--- config.mk ---
export PLATFORM = sky130hd
export DESIGN_NAME = rgb_color_decorrelate_filter
export DESIGN_NICKNAME = d
export VERILOG_FILES = /design/src/rtl/rcd_pkg.sv /design/src/rtl/rcd_outq.sv /design/src/rtl/rgb_color_decorrelate_filter.sv
export VERILOG_INCLUDE_DIRS = /design/src /design/src/rtl
export SDC_FILE = /design/constraint.sdc
export NUM_CORES = 1
export LEC_CHECK = 0
export ABC_AREA = 1
export BUFFER_PORTS_ARGS = -buffer_cell sky130_fd_sc_hd__buf_2
export CELL_PAD_IN_SITES_DETAIL_PLACEMENT = 1
export CELL_PAD_IN_SITES_GLOBAL_PLACEMENT = 2
export CORE_MARGIN = 2
export CORE_UTILIZATION = 33
export CTS_CLUSTER_SIZE = 10
export DETAILED_ROUTE_END_ITERATION = 8
export PLACE_DENSITY = 0.8
export RECOVER_POWER = 25
export SLEW_MARGIN = 20
export SYNTH_ARGS = -nofsm -noshare
export SYNTH_HDL_FRONTEND = slang
export SYNTH_HIERARCHICAL = 1
export SYNTH_SLANG_ARGS = --single-unit
--- constraint.sdc ---
create_clock -name i_clk -period 5.15 [get_ports i_clk]
set_input_delay 0.2575 -clock i_clk [delete_from_list [all_inputs] [get_ports i_clk]]
set_output_delay 0.2575 -clock i_clk [all_outputs]
set_load 0.05 [all_outputs]
--- src/rtl/rgb_color_decorrelate_filter_defines.svh ---
// Assertion macros for the green-difference color filter.
`ifndef RGB_COLOR_DECORRELATE_FILTER_DEFINES_SVH
`define RGB_COLOR_DECORRELATE_FILTER_DEFINES_SVH

// Same-cycle implication, checked outside reset.
`define RCD_ASSERT_IMPL(label, ante, cons) \
    label: assert property (@(posedge i_clk) disable iff (!i_rst_n) (ante) |-> (cons)) \
        else $error("rgb_color_decorrelate_filter: assertion failed");

// Next-cycle implication, checked outside reset.
`define RCD_ASSERT_NEXT(label, ante, cons) \
    label: assert property (@(posedge i_clk) disable iff (!i_rst_n) (ante) |=> (cons)) \
        else $error("rgb_color_decorrelate_filter: assertion failed");

`endif

--- src/rtl/rcd_pkg.sv ---
// Shared types and constants of the green-difference color filter.
`timescale 1ns / 1ps

package rcd_pkg;

    localparam int RCD_QDEPTH = 6;

    localparam logic       MODE_ENC = 1'b0;
    localparam logic       MODE_DEC = 1'b1;

    localparam logic [1:0] CFG_MODE    = 2'd0;
    localparam logic [1:0] CFG_ROW     = 2'd1;
    localparam logic [1:0] CFG_MIN_RUN = 2'd2;

    localparam logic [1:0] PH_FIRST  = 2'd0;
    localparam logic [1:0] PH_SECOND = 2'd1;
    localparam logic [1:0] PH_THIRD  = 2'd2;

    localparam logic [15:0] ROW_RESET     = 16'd3;
    localparam logic [15:0] MIN_RUN_RESET = 16'd63;
    localparam logic [15:0] RUN_SAT       = 16'hFFFF;

    typedef struct packed {
        logic [7:0] data;
        logic       last;
    } t_res;

    typedef struct packed {
        logic [1:0]     num;
        t_res [2:0]     ent;
    } t_push;

endpackage

--- src/rtl/rcd_outq.sv ---
// Result queue: takes up to three words per cycle, hands out one.
`timescale 1ns / 1ps

module rcd_outq #(
    parameter int DEPTH = rcd_pkg::RCD_QDEPTH
) (
    input  logic                       i_clk,
    input  logic                       i_rst_n,
    input  rcd_pkg::t_push             i_push,
    input  logic                       i_pop,
    output rcd_pkg::t_res              o_head,
    output logic [$clog2(DEPTH+1)-1:0] o_count
);
    import rcd_pkg::*;

    localparam int CW = $clog2(DEPTH + 1);

    t_res [DEPTH-1:0] r_mem;
    t_res [DEPTH-1:0] n_mem;
    logic [CW-1:0]    r_count;
    logic [CW-1:0]    n_count;
    logic [CW-1:0]    base;

    always_comb begin
        n_mem = r_mem;
        base  = r_count;
        if (i_pop) begin
            for (int i = 0; i < DEPTH - 1; i++) begin
                n_mem[i] = r_mem[i+1];
            end
            base = r_count - CW'(1);
        end
        for (int i = 0; i < DEPTH; i++) begin
            for (int j = 0; j < 3; j++) begin
                if ((2'(j) < i_push.num) && (CW'(i) == base + CW'(j))) begin
                    n_mem[i] = i_push.ent[j];
                end
            end
        end
        n_count = base + CW'(i_push.num);
    end

    always_ff @(posedge i_clk) begin
        r_mem <= n_mem;
    end

    always_ff @(posedge i_clk) begin
        if (!i_rst_n) begin
            r_count <= '0;
        end else begin
            r_count <= n_count;
        end
    end

    assign o_head  = r_mem[0];
    assign o_count = r_count;

endmodule

--- src/rtl/rgb_color_decorrelate_filter.sv ---
// Top level of the green-difference color filter for 24-bit bitmap rows.
`timescale 1ns / 1ps
`include "rgb_color_decorrelate_filter_defines.svh"

// Takes one image byte per cycle and turns each b,g,r pixel into g, g-r, g-b (encode)
// or back (decode); padding bytes at the row end pass through. Each input word is
// handled in the cycle it is accepted and its results (none, one or three words)
// land in a result queue of DEPTH words. Input is taken whenever the queue has room
// for three words, so with DEPTH of 6 or more the block sustains one input word per
// cycle while the output side takes a word every cycle; the queue drain of one word
// per cycle is what sets the average rate. last_of_run marks the final word of an
// input's results. Configuration writes take effect at once and belong to idle time.
module rgb_color_decorrelate_filter #(
    parameter int DEPTH = rcd_pkg::RCD_QDEPTH
) (
    input  logic        i_clk,
    input  logic        i_rst_n,
    input  logic        i_cfg_wr_en,
    input  logic [1:0]  i_cfg_index,
    input  logic [15:0] i_cfg_data,
    input  logic        i_in_valid,
    output logic        o_in_ready,
    input  logic [7:0]  i_in_byte,
    input  logic        i_start_of_image,
    output logic        o_out_valid,
    input  logic        i_out_ready,
    output logic [7:0]  o_out_byte,
    output logic        o_last_of_run
);
    import rcd_pkg::*;

    localparam int CW = $clog2(DEPTH + 1);

    function automatic logic [7:0] fix3(input logic [7:0] v);
        fix3 = {v[7:3], v[2:0] ^ {3{v[3]}}};
    endfunction

    function automatic logic [7:0] fix2(input logic [7:0] v);
        fix2 = {v[7:2], v[1:0] ^ {2{v[2]}}};
    endfunction

    function automatic logic looks565(input logic [7:0] b, input logic [7:0] g,
                                      input logic [7:0] r);
        looks565 = (b[2:0] == {3{b[3]}}) && (g[1:0] == {2{g[2]}})
                && (r[2:0] == {3{r[3]}});
    endfunction

    logic        r_mode;
    logic [15:0] r_row_bytes;
    logic [15:0] r_min_run;
    logic [15:0] r_pos;
    logic [1:0]  r_phase;
    logic [7:0]  r_h1;
    logic [7:0]  r_h2;
    logic [15:0] r_run;
    logic        r_det;

    logic [15:0] n_pos;
    logic [1:0]  n_phase;
    logic [7:0]  n_h1;
    logic [7:0]  n_h2;
    logic [15:0] n_run;
    logic        n_det;

    logic        acc;
    logic [15:0] pos_e;
    logic [1:0]  ph_e;
    logic [7:0]  h1_e;
    logic [7:0]  h2_e;
    logic [15:0] run_e;
    logic        det_e;
    logic        in_pix;
    logic        pix3;
    logic [16:0] nxt;
    logic [15:0] run_inc;

    logic [7:0]  eb, eg, er;
    logic [15:0] enc_run;
    logic        enc_corr;
    logic [7:0]  dg, dr, db;
    logic [7:0]  cb, cg, cr;
    logic [15:0] dec_run;

    t_push       push;
    logic        pop;
    t_res        head;
    logic [CW-1:0] q_count;

    assign acc    = i_in_valid && o_in_ready;
    assign pos_e  = i_start_of_image ? '0 : r_pos;
    assign ph_e   = i_start_of_image ? PH_FIRST : r_phase;
    assign h1_e   = i_start_of_image ? '0 : r_h1;
    assign h2_e   = i_start_of_image ? '0 : r_h2;
    assign run_e  = i_start_of_image ? '0 : r_run;
    assign det_e  = i_start_of_image ? 1'b1 : r_det;

    // pixel whose group of three fits in the row
    assign in_pix = (17'(pos_e) + 17'(2'd3 - ph_e)) <= 17'(r_row_bytes);
    assign pix3   = in_pix && (ph_e == PH_THIRD);
    assign nxt    = 17'(pos_e) + 17'd1;
    assign run_inc = (run_e == RUN_SAT) ? run_e : run_e + 16'd1;

    always_comb begin
        eb       = h1_e;
        eg       = h2_e;
        er       = i_in_byte;
        enc_run  = looks565(eb, eg, er) ? run_inc : '0;
        enc_corr = det_e && ((enc_run > r_min_run) || (run_e >= r_min_run));
        if (enc_corr) begin
            eb = fix3(eb);
            eg = fix2(eg);
            er = fix3(er);
        end
    end

    always_comb begin
        dg = h1_e;
        dr = h1_e - h2_e;
        db = h1_e - i_in_byte;
        cb = db;
        cg = dg;
        cr = dr;
        if (det_e && (run_e >= r_min_run)) begin
            cb = fix3(db);
            cg = fix2(dg);
            cr = fix3(dr);
        end
        dec_run = looks565(cb, cg, cr) ? run_inc : '0;
    end

    always_comb begin
        n_pos   = r_pos;
        n_phase = r_phase;
        n_h1    = r_h1;
        n_h2    = r_h2;
        n_run   = r_run;
        n_det   = r_det;
        push    = '0;
        if (acc) begin
            n_h1  = h1_e;
            n_h2  = h2_e;
            n_run = run_e;
            n_det = det_e;
            if (nxt >= 17'(r_row_bytes)) begin
                n_pos   = '0;
                n_phase = PH_FIRST;
            end else begin
                n_pos   = nxt[15:0];
                n_phase = (ph_e == PH_THIRD) ? PH_FIRST : ph_e + 2'd1;
            end
            if (!in_pix) begin
                push.num         = 2'd1;
                push.ent[0].data = i_in_byte;
                push.ent[0].last = 1'b1;
            end else if (ph_e == PH_FIRST) begin
                n_h1 = i_in_byte;
            end else if (ph_e == PH_SECOND) begin
                n_h2 = i_in_byte;
            end else begin
                push.num = 2'd3;
                if (r_mode == MODE_ENC) begin
                    push.ent[0] = '{data: eg,      last: 1'b0};
                    push.ent[1] = '{data: eg - er, last: 1'b0};
                    push.ent[2] = '{data: eg - eb, last: 1'b1};
                    if (det_e) begin
                        n_run = enc_run;
                        n_det = enc_run != '0;
                    end
                end else begin
                    push.ent[0] = '{data: cb, last: 1'b0};
                    push.ent[1] = '{data: cg, last: 1'b0};
                    push.ent[2] = '{data: cr, last: 1'b1};
                    if (det_e) begin
                        n_run = dec_run;
                        n_det = dec_run != '0;
                    end
                end
            end
        end
    end

    always_ff @(posedge i_clk) begin
        if (!i_rst_n) begin
            r_mode      <= MODE_ENC;
            r_row_bytes <= ROW_RESET;
            r_min_run   <= MIN_RUN_RESET;
        end else if (i_cfg_wr_en) begin
            unique case (i_cfg_index)
                CFG_MODE:    r_mode      <= i_cfg_data[0];
                CFG_ROW:     r_row_bytes <= i_cfg_data;
                CFG_MIN_RUN: r_min_run   <= i_cfg_data;
                default: begin
                end
            endcase
        end
    end

    always_ff @(posedge i_clk) begin
        if (!i_rst_n) begin
            r_pos   <= '0;
            r_phase <= PH_FIRST;
            r_h1    <= '0;
            r_h2    <= '0;
            r_run   <= '0;
            r_det   <= 1'b1;
        end else begin
            r_pos   <= n_pos;
            r_phase <= n_phase;
            r_h1    <= n_h1;
            r_h2    <= n_h2;
            r_run   <= n_run;
            r_det   <= n_det;
        end
    end

    assign pop = o_out_valid && i_out_ready;

    rcd_outq #(
        .DEPTH (DEPTH)
    ) u_outq (
        .i_clk   (i_clk),
        .i_rst_n (i_rst_n),
        .i_push  (push),
        .i_pop   (pop),
        .o_head  (head),
        .o_count (q_count)
    );

    assign o_in_ready    = q_count <= CW'(DEPTH - 3);
    assign o_out_valid   = q_count != '0;
    assign o_out_byte    = head.data;
    assign o_last_of_run = head.last;

    `RCD_ASSERT_IMPL(a_queue_bound, 1'b1, q_count <= CW'(DEPTH))
    `RCD_ASSERT_NEXT(a_pixel_out, acc && pix3, o_out_valid)
    `RCD_ASSERT_NEXT(a_det_hold, !(acc && (pix3 || i_start_of_image)), $stable(r_det))
    `RCD_ASSERT_NEXT(a_det_run, acc && pix3 && det_e, r_det == (r_run != '0))
    `RCD_ASSERT_NEXT(a_det_sticky, !r_det && !(acc && i_start_of_image), !r_det)

endmodule

==> impl_metrics.xml <==
<?xml version="1.0" encoding="UTF-8"?>
<metrics>
  <group name="status">
    <metric name="status" unit="">finished, violations left</metric>
    <metric name="violations" unit="">capacitance limit, slew limit, setup timing</metric>
  </group>
  <group name="pwr">
    <metric name="total_switching_power" unit="uW">2451</metric>
    <metric name="power.share.sequential" unit="%">26.8</metric>
    <metric name="p_int" unit="uW">3109</metric>
    <metric name="power_density" unit="mW/mm^2">340.5</metric>
    <metric name="ir_drop" unit="V">0.0002635</metric>
    <metric name="leakage" unit="uW">0.007687</metric>
    <metric name="power.share.switching" unit="%">44.08</metric>
    <metric name="clock_power_share" unit="%">23.1</metric>
    <metric name="comb_power_share" unit="%">50.1</metric>
  </group>
  <group name="detailed_routing">
    <metric name="drt-initial-drc-count" unit="">679</metric>
    <metric name="wl" unit="um">48290</metric>
    <metric name="post-route-drc-count" unit="">0</metric>
    <metric name="wl_per_cell" unit="um">18.02</metric>
    <metric name="detailroute.via_count" unit="">13790</metric>
    <metric name="detailedRoute.firstPassIterationCount" unit="">5</metric>
    <metric name="post_drt_via_cell_ratio" unit="">5.144</metric>
    <metric name="antenna_violating_nets_post_route" unit="">0</metric>
  </group>
  <group name="synthesis">
    <metric name="postSynth.topFlopCell" unit="">dfxtp_1</metric>
    <metric name="synth-seq-area-share" unit="%">26.02</metric>
    <metric name="syn-instance-count" unit="">1922</metric>
    <metric name="syn-cell-area" unit="mm^2">0.01293</metric>
    <metric name="synth-seq-cells" unit="">141</metric>
    <metric name="yosysUniqueCellTypes" unit="">68</metric>
    <metric name="async_reset_ff_share" unit="%">0</metric>
    <metric name="number_of_flops_mapped_to_enable_cells_by_yosys" unit="">54</metric>
    <metric name="avgSynthCellArea" unit="um^2">6.726</metric>
    <metric name="yosysWarningCount" unit="">6</metric>
  </group>
  <group name="global_route">
    <metric name="track_usage" unit="%">23.73</metric>
    <metric name="grt_pass1_vias" unit="">14390</metric>
    <metric name="grt_first_pass_wirelength" unit="um">76760</metric>
    <metric name="grt-ovfl-total" unit="">0</metric>
    <metric name="largest_net_degree_at_the_start_of_global_routing" unit="">46</metric>
    <metric name="initial_antenna_violation_count" unit="">0</metric>
  </group>
  <group name="timing">
    <metric name="hold_violation_count_in_the_final_report" unit="">0</metric>
    <metric name="timing.final.crit_period" unit="ns">5.471</metric>
    <metric name="finalSetupViolCount" unit="">21</metric>
    <metric name="timing.final.max_slew_violations" unit="">46</metric>
    <metric name="fin_skew" unit="ns">0.01206</metric>
    <metric name="maximum_frequency_from_static_timing_analysis" unit="MHz">182.8</metric>
    <metric name="max_slew_margin" unit="%">-15.04</metric>
    <metric name="layout_setup_ws" unit="ns">-0.3208</metric>
    <metric name="rsz0062_at_grt" unit="">true</metric>
    <metric name="max_slew.worst_pin.slew" unit="ns">1.724</metric>
    <metric name="timing.final.crit_share" unit="%">106.2</metric>
  </group>
  <group name="floorplanning">
    <metric name="die-area" unit="mm^2">0.04077</metric>
    <metric name="dieHeight" unit="um">201.9</metric>
    <metric name="dieWidth" unit="um">201.9</metric>
    <metric name="rows" unit="">72</metric>
    <metric name="initial_utilization" unit="%">33.45</metric>
    <metric name="io_pins" unit="">43</metric>
    <metric name="placeableCoreArea" unit="mm^2">0.03865</metric>
  </group>
  <group name="placed_design">
    <metric name="numPlacedInstances" unit="">2605</metric>
    <metric name="half_perimeter_wire_length_of_the_detailed_placement_result" unit="um">36400</metric>
    <metric name="placement.setup.worst_slack" unit="ns">-0.7586</metric>
    <metric name="globalplace.congestion" unit="">0.8914</metric>
    <metric name="port-buffer-count" unit="">42</metric>
  </group>
  <group name="hold_path">
    <metric name="hp_class" unit="">primary input to register</metric>
    <metric name="hold_start" unit="">i_cfg_data[0]</metric>
  </group>
  <group name="cts">
    <metric name="cts-buffers-inserted" unit="">17</metric>
    <metric name="clockRootBuffer" unit="">clkbuf_16</metric>
    <metric name="clkSinkCount" unit="">141</metric>
    <metric name="clock_path_buffers" unit="">2</metric>
    <metric name="cts.reportedPaths.clkPinSlew" unit="ns">0.07</metric>
    <metric name="cts_tree" unit="">yes</metric>
    <metric name="cts_hold_buffers" unit="">0</metric>
    <metric name="h-tree-depth" unit="">4</metric>
    <metric name="worst_skew_pair.late_latency" unit="ns">0.46</metric>
  </group>
  <group name="finish">
    <metric name="synthToLayoutAreaGrowth" unit="%">26.34</metric>
    <metric name="fin_nets" unit="">2283</metric>
    <metric name="drive_gt1_share" unit="%">22.90</metric>
    <metric name="fill_cells" unit="">4955</metric>
    <metric name="antenna_diodes" unit="">0</metric>
    <metric name="finish.cell_count_without_fillers" unit="">2680</metric>
    <metric name="final_core_utilization" unit="%">42.26</metric>
  </group>
  <group name="critical_path">
    <metric name="crit_buf_inv" unit="">10</metric>
    <metric name="critPathRequiredTime" unit="ns">5.36</metric>
    <metric name="critPathKind" unit="">register to register</metric>
    <metric name="timing.critical_path.slowest_stage_cell" unit="">dfxtp_2</metric>
    <metric name="cp_data_arrival_time" unit="ns">5.68</metric>
    <metric name="crit_path_start" unit="">r_run[0]</metric>
    <metric name="crit_path_max_incr_delay" unit="ns">0.34</metric>
    <metric name="cp_common_cell" unit="">nand2_1</metric>
    <metric name="r2r_start" unit="">r_run[0]</metric>
    <metric name="worst_path_dominant_cell_family" unit="">simple AND/OR/NAND/NOR gates</metric>
    <metric name="critPathLaunchType" unit="">register</metric>
    <metric name="critPathMaxFanout" unit="">7</metric>
    <metric name="end_kind" unit="">register</metric>
  </group>
  <group name="run">
    <metric name="max_cap_violations" unit="">1</metric>
  </group>
</metrics>
layout make-up:
cell class	count	area, um^2	share of cell area (%)
clock buffers	19	432.9	2.651
clock inverters	13	148.9	0.9117
inverters	255	974.7	5.968
multi-input cells	1445	8588	52.59
flip-flops and latches	141	3366	20.61
well taps	518	648.1	3.968
repair buffers	289	2173	13.31
cell usage in the layout, fill, tap and decap left out, types with 12 or more instances in the layout:
cell type	count
edfxtp_1	54
o21ai_0	80
buf_6	16
nand3_1	103
nor3_1	12
nor2_4	22
buf_2	30
a31oi_1	13
nor2_2	18
nand4_1	45
inv_2	22
o21ai_1	19
o211ai_1	40
inv_1	225
nor2_1	160
ha_1	91
nand2_2	31
buf_4	225
dfxtp_1	85
nand2_1	469
xor2_1	37
a21oi_1	146
a21oi_2	13
clkbuf_1	15
o22ai_1	14
clkbuf_16	18
sequential cells by signal, indices dropped and copies added, names as in the netlist:
name and cells:
u_outq/r_mem 45, r_min_run 16, r_pos 16, r_row_bytes 16, r_run 16, u_outq/o_head 9
r_h1 8, r_h2 8, u_outq/o_count 3, r_phase 2, r_det 1, r_mode 1
cell families after synthesis:
family | Yosys count | synth area share (%)
AO/OA/AOI/OAI | 376 | 17.11
AND/OR/NAND/NOR | 907 | 31.15
multiplexers | 2 | 0.1549
buffers and inverters | 341 | 11.80
XOR/XNOR | 52 | 3.523
adder cells (fa/ha/maj) | 102 | 10.22
flip-flops | 141 | 26.02
other | 1 | 0.02901
metal layers:
metal	up-vias	share of wire (%)	track usage, %	wire length, um
met1	6627	46	30.89	22260
met3	89	3.6	3.144	1719
met4	0	3.1	8.613	1502
met5	-	0	0	0
met2	253	47	40.10	22810
li1	6818	-	-	-
worst paths after layout:
check             cells past startpoint                to  slack (ns)
setup / recovery                     42  u_outq/r_mem[17]       -0.32
hold / removal                        3    r_row_bytes[0]        0.08
setup reg to reg                     42  u_outq/r_mem[17]       -0.32
hold reg to reg                       2           r_h1[6]        0.47
power by group through the flow:
stage	logic, uW	clock network (uW)	registers [uW]
3_5_place_dp	2520	0	1510
4_1_cts	2640	1310	1490
3_3_place_gp	2460	0	1500
6_report	2780	1290	1490
2_1_floorplan	1810	0	1490
5_1_grt	3070	1350	1510
tightest hold or removal path, cell delays in order:
cell and delay [ns]:
buf_2 0.13, nand2_1 0.06, nand3_1 0.06
repair_timing:
| item | CTS | global route |
|---|---|---|
| gates cloned | 1 | 1 |
| setup buffers | 33 | 12 |
| pin swaps | 30 | 49 |
| resized for setup | 51 | 94 |
| setup endpoints to repair | 31 | 111 |
metrics by stage:
stage	area (um^2)	total power (uW)	setup TNS [ns]	hold WS (ns)
6_report	16330	5560	-2.746	0.08145
5_1_grt	16330	5934	-12.56	0.08775
4_1_cts	15900	5436	-0.6435	0.06489
3_5_place_dp	14880	4036	-26.28	0.4577
3_3_place_gp	14880	3962	-17.90	0.4492
2_1_floorplan	12990	3297	-0.05561	0.3510
cell usage after synthesis (4+ instances only):
cell type | count | area, um^2
o21ai_1 | 15 | 75.07
xnor2_1 | 13 | 113.9
xor2_1 | 39 | 341.6
o21ai_0 | 91 | 455.4
fa_1 | 6 | 120.1
a211oi_2 | 7 | 87.58
and2_1 | 4 | 25.02
inv_4 | 4 | 25.02
a211oi_1 | 4 | 30.03
buf_6 | 18 | 202.7
nor2_2 | 8 | 50.05
buf_4 | 17 | 127.6
nor2_4 | 12 | 135.1
o22ai_1 | 16 | 100.1
a31oi_1 | 13 | 81.33
nand2_4 | 5 | 56.30
o21ai_2 | 4 | 35.03
nand3_2 | 5 | 50.05
ha_1 | 96 | 1201
inv_1 | 235 | 882.1
buf_2 | 12 | 60.06
nand4_1 | 45 | 281.5
edfxtp_1 | 54 | 1622
dfxtp_1 | 87 | 1742
nand2_1 | 488 | 1832
a21oi_1 | 156 | 780.8
nor4_1 | 5 | 31.28
nor2_1 | 180 | 675.7
nor3_1 | 16 | 80.08
nand3_1 | 107 | 535.5
clkbuf_1 | 35 | 131.4
o221ai_1 | 7 | 61.31
nand2_2 | 19 | 118.9
inv_2 | 13 | 48.80
o211ai_1 | 40 | 300.3
No activity file was read; power rests on OpenSTA's default activity.
